[src/sv/range_add_range_sum_blocks_core_defines.svh]
// Assertion macros shared by the range add / range sum block.
// Taken in by the controller and the datapath; needs clk and rst_n in scope.
`ifndef RANGE_ADD_RANGE_SUM_BLOCKS_CORE_DEFINES_SVH
`define RANGE_ADD_RANGE_SUM_BLOCKS_CORE_DEFINES_SVH

// Same-cycle implication, checked outside reset.
`define RARS_ASSERT_NOW(lbl, ante, cons, msg) \
    lbl: assert property (@(posedge clk) disable iff (!rst_n) (ante) |-> (cons)) \
        else $error(msg);

// Next-cycle implication, checked outside reset.
`define RARS_ASSERT_NEXT(lbl, ante, cons, msg) \
    lbl: assert property (@(posedge clk) disable iff (!rst_n) (ante) |=> (cons)) \
        else $error(msg);

`endif

[src/sv/rars_pkg.sv]
// Shared types and constants for the range add / range sum block.
// No dependencies; used by rars_ctrl, rars_dp and the top level.
`default_nettype none

package rars_pkg;

    localparam int IDX_W     = 10;
    localparam int VAL_W     = 32;
    localparam int SUM_W     = 64;
    localparam int DIV_STEPS = 1;
    localparam int DIV_CNT_W = $clog2(DIV_STEPS + 1);

    localparam logic OP_ADD = 1'b0;
    localparam logic OP_SUM = 1'b1;

    typedef enum logic [7:0] {
        ST_CLEAR   = 8'b0000_0001,
        ST_IDLE    = 8'b0000_0010,
        ST_DIV     = 8'b0000_0100,
        ST_SEED    = 8'b0000_1000,
        ST_WALK_RD = 8'b0001_0000,
        ST_WALK_EX = 8'b0010_0000,
        ST_FIN_MUL = 8'b0100_0000,
        ST_FIN_ADD = 8'b1000_0000
    } ctrl_state_t;

    typedef struct packed {
        logic clr_step;
        logic load;
        logic div_step;
        logic seed;
        logic rd;
        logic exec;
        logic fin_mul;
        logic fin_add;
    } dp_cmd_t;

    typedef struct packed {
        logic clr_last;
        logic div_last;
        logic walk_done;
        logic is_sum;
        logic out_busy;
    } dp_sts_t;

endpackage

`default_nettype wire

[src/sv/rars_ctrl.sv]
// Sequencer for the range add / range sum block: clear pass, index split,
// block walk and result handoff. Depends on rars_pkg and the defines header.
`default_nettype none

`include "range_add_range_sum_blocks_core_defines.svh"

module rars_ctrl (
    input  wire logic              clk,
    input  wire logic              rst_n,
    input  wire logic              item_valid,
    output logic                   item_stall,
    output rars_pkg::dp_cmd_t      cmd,
    input  wire rars_pkg::dp_sts_t sts
);

    rars_pkg::ctrl_state_t state_reg;
    rars_pkg::ctrl_state_t state_next;

    always_ff @(posedge clk or negedge rst_n)
    begin
        if (!rst_n)
        begin
            state_reg <= rars_pkg::ST_CLEAR;
        end
        else
        begin
            state_reg <= state_next;
        end
    end

    assign item_stall = (state_reg != rars_pkg::ST_IDLE);

    always_comb
    begin
        state_next = state_reg;
        cmd        = '0;
        case (state_reg)
            rars_pkg::ST_CLEAR:
            begin
                cmd.clr_step = 1'b1;
                if (sts.clr_last)
                begin
                    state_next = rars_pkg::ST_IDLE;
                end
            end
            rars_pkg::ST_IDLE:
            begin
                if (item_valid)
                begin
                    cmd.load   = 1'b1;
                    state_next = rars_pkg::ST_DIV;
                end
            end
            rars_pkg::ST_DIV:
            begin
                cmd.div_step = 1'b1;
                if (sts.div_last)
                begin
                    state_next = rars_pkg::ST_SEED;
                end
            end
            rars_pkg::ST_SEED:
            begin
                cmd.seed   = 1'b1;
                state_next = rars_pkg::ST_WALK_RD;
            end
            rars_pkg::ST_WALK_RD:
            begin
                if (sts.walk_done)
                begin
                    state_next = sts.is_sum ? rars_pkg::ST_FIN_MUL : rars_pkg::ST_IDLE;
                end
                else
                begin
                    cmd.rd     = 1'b1;
                    state_next = rars_pkg::ST_WALK_EX;
                end
            end
            rars_pkg::ST_WALK_EX:
            begin
                cmd.exec   = 1'b1;
                state_next = rars_pkg::ST_WALK_RD;
            end
            rars_pkg::ST_FIN_MUL:
            begin
                cmd.fin_mul = 1'b1;
                state_next  = rars_pkg::ST_FIN_ADD;
            end
            rars_pkg::ST_FIN_ADD:
            begin
                // hold the total until the output register is free
                if (!sts.out_busy)
                begin
                    cmd.fin_add = 1'b1;
                    state_next  = rars_pkg::ST_IDLE;
                end
            end
            default:
            begin
                state_next = rars_pkg::ST_CLEAR;
            end
        endcase
    end

    `RARS_ASSERT_NEXT(a_accept_starts_div, item_valid && !item_stall,
        state_reg == rars_pkg::ST_DIV, "accepted item did not start the index split")
    `RARS_ASSERT_NEXT(a_read_then_exec, cmd.rd, cmd.exec,
        "memory read not followed by its update step")
    `RARS_ASSERT_NOW(a_no_result_overwrite, cmd.fin_add, !sts.out_busy,
        "result loaded while previous one is stalled")

endmodule

`default_nettype wire

[config.mk]
export PLATFORM = sky130hd
export DESIGN_NAME = rars_ctrl
export DESIGN_NICKNAME = d
export VERILOG_FILES = /design/src/sv/rars_pkg.sv /design/src/sv/rars_ctrl.sv
export VERILOG_INCLUDE_DIRS = /design/src /design/src/sv
export SDC_FILE = /design/constraint.sdc
export NUM_CORES = 1
export LEC_CHECK = 0
export BUFFER_PORTS_ARGS = -buffer_cell sky130_fd_sc_hd__buf_2
export CAP_MARGIN = 20
export CORE_UTILIZATION = 35
export CTS_BUF_LIST = sky130_fd_sc_hd__clkbuf_8
export DETAILED_ROUTE_END_ITERATION = 8
export HOLD_SLACK_MARGIN = 0.08
export SETUP_SLACK_MARGIN = 0.02
export SLEW_MARGIN = 20
export SYNTH_ARGS = -nofsm -noshare
export SYNTH_HDL_FRONTEND = slang
export SYNTH_SLANG_ARGS = --single-unit
export TNS_END_PERCENT = 1
[constraint.sdc]
create_clock -name clk -period 2.8 [get_ports clk]
set_input_delay 0.42 -clock clk [delete_from_list [all_inputs] [get_ports clk]]
set_output_delay 0.42 -clock clk [all_outputs]
set_load 0.05 [all_outputs]
==> flow_summary.ini <==
[clocking]
clk_pin_slew_ns = 0.04
clock_latency_ns = 0.23
ctsResizeCount = 0
clockBufferDepth = 2
cts_buffers = 3
h-tree-depth = 1
cts-root-buf = clkbuf_8
cts_sinks = 8
cts_tree = built

[yosys]
synthArstFlopShare_pct = 100.0
synth_most_common_cell = dfrtp_1
yosys.area.top_type_share_pct = 30.30
synth_fp_nets = 70
yosysTopAreaCell = dfrtp_1
synth_mux_area_share_pct = 0
synth_edf_count = 0
synth_commonest_cells = dfrtp_1, and4b_1, inv_1, nor2_1
yosys-top-cells-area = dfrtp_1, and4b_1, dfstp_2
post_synth_inst_count = 62
syn_area_um2 = 578.1
synth-simple-area-share_pct = 43.72
synth_compound_area_share_pct = 9.307
syn_avg_cell_area_um2 = 9.323
synth.distinct_cells = 33
synth_seq_cells = 8
synthAdderAreaFrac_pct = 0
synth_top_family_by_area = simple AND/OR/NAND/NOR gates
ys_seq_area_share_pct = 34.85
synth-xor-area-share_pct = 3.030
synthFlopType = dfrtp_1
yosys_warnings = 0

[finish]
nets = 87
syn2layout_area_growth_pct = 21.43
diodes = 0
seq_area_um2 = 201.4
num-fill-cells = 162
drive_gt1_share_pct = 32.05
multiInputGateArea_um2 = 330.3
stdcell_area_um2 = 701.9
largest_register_ffs = 8

[global_route]
gr-total-overflow = 0
grt_max_degree = 12
grt_pass1_wl_mm = 1.959
antenna_found_initial = 0
grt_pass1_vias = 479
busiest_layer = met2
use_met3_pct = 4.310
met2_usage_pct = 20.91
grtUsageMet1_pct = 20.22
grt_usage_pct = 15.32

[critical_path]
crit_chain = or4_4 -> nor3_4 -> and4b_1 -> buf_2
r2r_start = state_reg[0]$_DFFE_PN1P_
arrival_ns = 1.90
crit_start = state_reg[5]$_DFFE_PN0P_
crit_fanout = 6
critPathCapture = cmd[6]
end_kind = output port
reg2reg_slack_ns = 1.19
crit_type = flop to output port
crit_slowest_cell = or4_4
worstPathRequired_ns = 2.38
crit_path_max_incr_delay_ns = 0.60
cp-start-kind = flop
timing.rr.end = state_reg[0]$_DFFE_PN1P_
r2r_cells = 4

[sta]
rsz0062_at_grt = no
setup-violations-final = 0
tns_ns = 0
slew_headroom_pct = 75.40
clock.fmax_ghz = 0.4319
hold_violations = 0
drv_slew = 0
fin_ws_ns = 0.4845
period_needed_ns = 2.315
worst_pin_slew_ns = 0.3660
fin_worst_skew_ns = 0.004132
fin_crit_sh_pct = 82.70

[power]
p_leak_nw = 0.3535
total_power_uw = 585.8
power_density_nw_per_um2 = 834.6
ir_worst_vdd_v = 0.0006071

[detailed_routing]
drt-initial-drc-count = 7
wl_mm = 1.150
vias = 520
wire_per_inst_um = 12.23
ant_nets = 0
drtPass1Iterations = 4
viasPerCell = 5.532
drc = 0

[status]
status = complete, no violations

[placed_design]
hpwl_um = 904.8
gp_congestion = 0.7807
postPlaceCellArea_um2 = 646.9
io_buffers = 16
place_ws_ns = 0.7246

[floorplanning]
io_pins = 17
core_region_area_um2 = 1524
die_area_um2 = 1818
die_w_um = 42.64
rows = 14
fp.dieH_um = 42.64
initial_core_util_pct = 37.93

[flow_run]
drv_cap = 0

[min_path]
hold_path_class = primary input to flop
hold_start = sts[4]
## report_power, final
group          total [mW]  switching [mW]  leakage [nW]  internal (mW)
Sequential          0.193          0.0524         0.107          0.141
Clock               0.142          0.0470        0.0269         0.0950
Combinational       0.251           0.151         0.220         0.0993
Total               0.586           0.251         0.353          0.335
## repair_timing
item                                   in CTS  in global routing
hold buffers                                1                  0
endpoints found under the hold margin       7                  0
buffers inserted                            0                  0
## cell families after synthesis
kind of cell / after synthesis
AOI/OAI and AO/OA: 9
xor gates and xnor gates: 2
buffers and inverters: 9
DFF: 8
and+or+nand+nor: 34
## worst max-delay path: cells and delay by family, from the launching register on
family / cells / cell delay (ns)
buffers and inverters: 1 / 0.26
and+or+nand+nor: 3 / 0.99
DFF: 1 / 0.42
## placed cells by master (no fill, tap or decap), types with 3 or more instances in the layout
cell type / synthesis / layout
nor2_1: 4 / 4
inv_1: 4 / 5
and4b_1: 4 / 4
o21ai_0: 3 / 3
buf_2: 2 / 16
nand3b_1: 3 / 3
dfrtp_1: 7 / 7
nor3_1: 3 / 3
clkbuf_8: 0 / 3
## metal layers
metal  vias up  part of all wire (%)  routed length (um)
met3         2                   6.8                  78
met5         -                     0                   0
li1        254                     -                   -
met1       246                    45                 523
met2        18                    46                 527
met4         0                   1.7                  20
## worst min path at each step
| stage | cells after the start | endpoint | slack [ns] |
|---|---|---|---|
| after floorplan | 0 | state_reg[1]$_DFFE_PN0P_ | 0.12 |
| after global placement | 1 | state_reg[6]$_DFFE_PN0P_ | 0.27 |
| after detailed placement | 1 | state_reg[6]$_DFFE_PN0P_ | 0.27 |
| after CTS | 2 | state_reg[0]$_DFFE_PN1P_ | 0.35 |
| after global routing | 2 | state_reg[0]$_DFFE_PN1P_ | 0.36 |
| final | 2 | state_reg[0]$_DFFE_PN1P_ | 0.36 |
## final cells by class
cell class	count	area share, %
Multi-Input combinational cell	45	47.06
Sequential cell	8	28.70
Timing Repair Buffer	17	12.83
Clock buffer	3	5.882
Tap cell	16	2.852
Inverter	4	2.139
Clock inverter	1	0.5348
## stage by stage
stage / cells / hold WS, ns / utilization (%)
final: 94 / 0.3588 / 46.06
after global routing: 94 / 0.3610 / 46.06
after CTS: 94 / 0.3532 / 46.06
after detailed placement: 89 / 0.2722 / 42.45
after global placement: 89 / 0.2713 / 42.45
after floorplan: 62 / 0.1244 / -
Power figures use the tool's default switching activity.
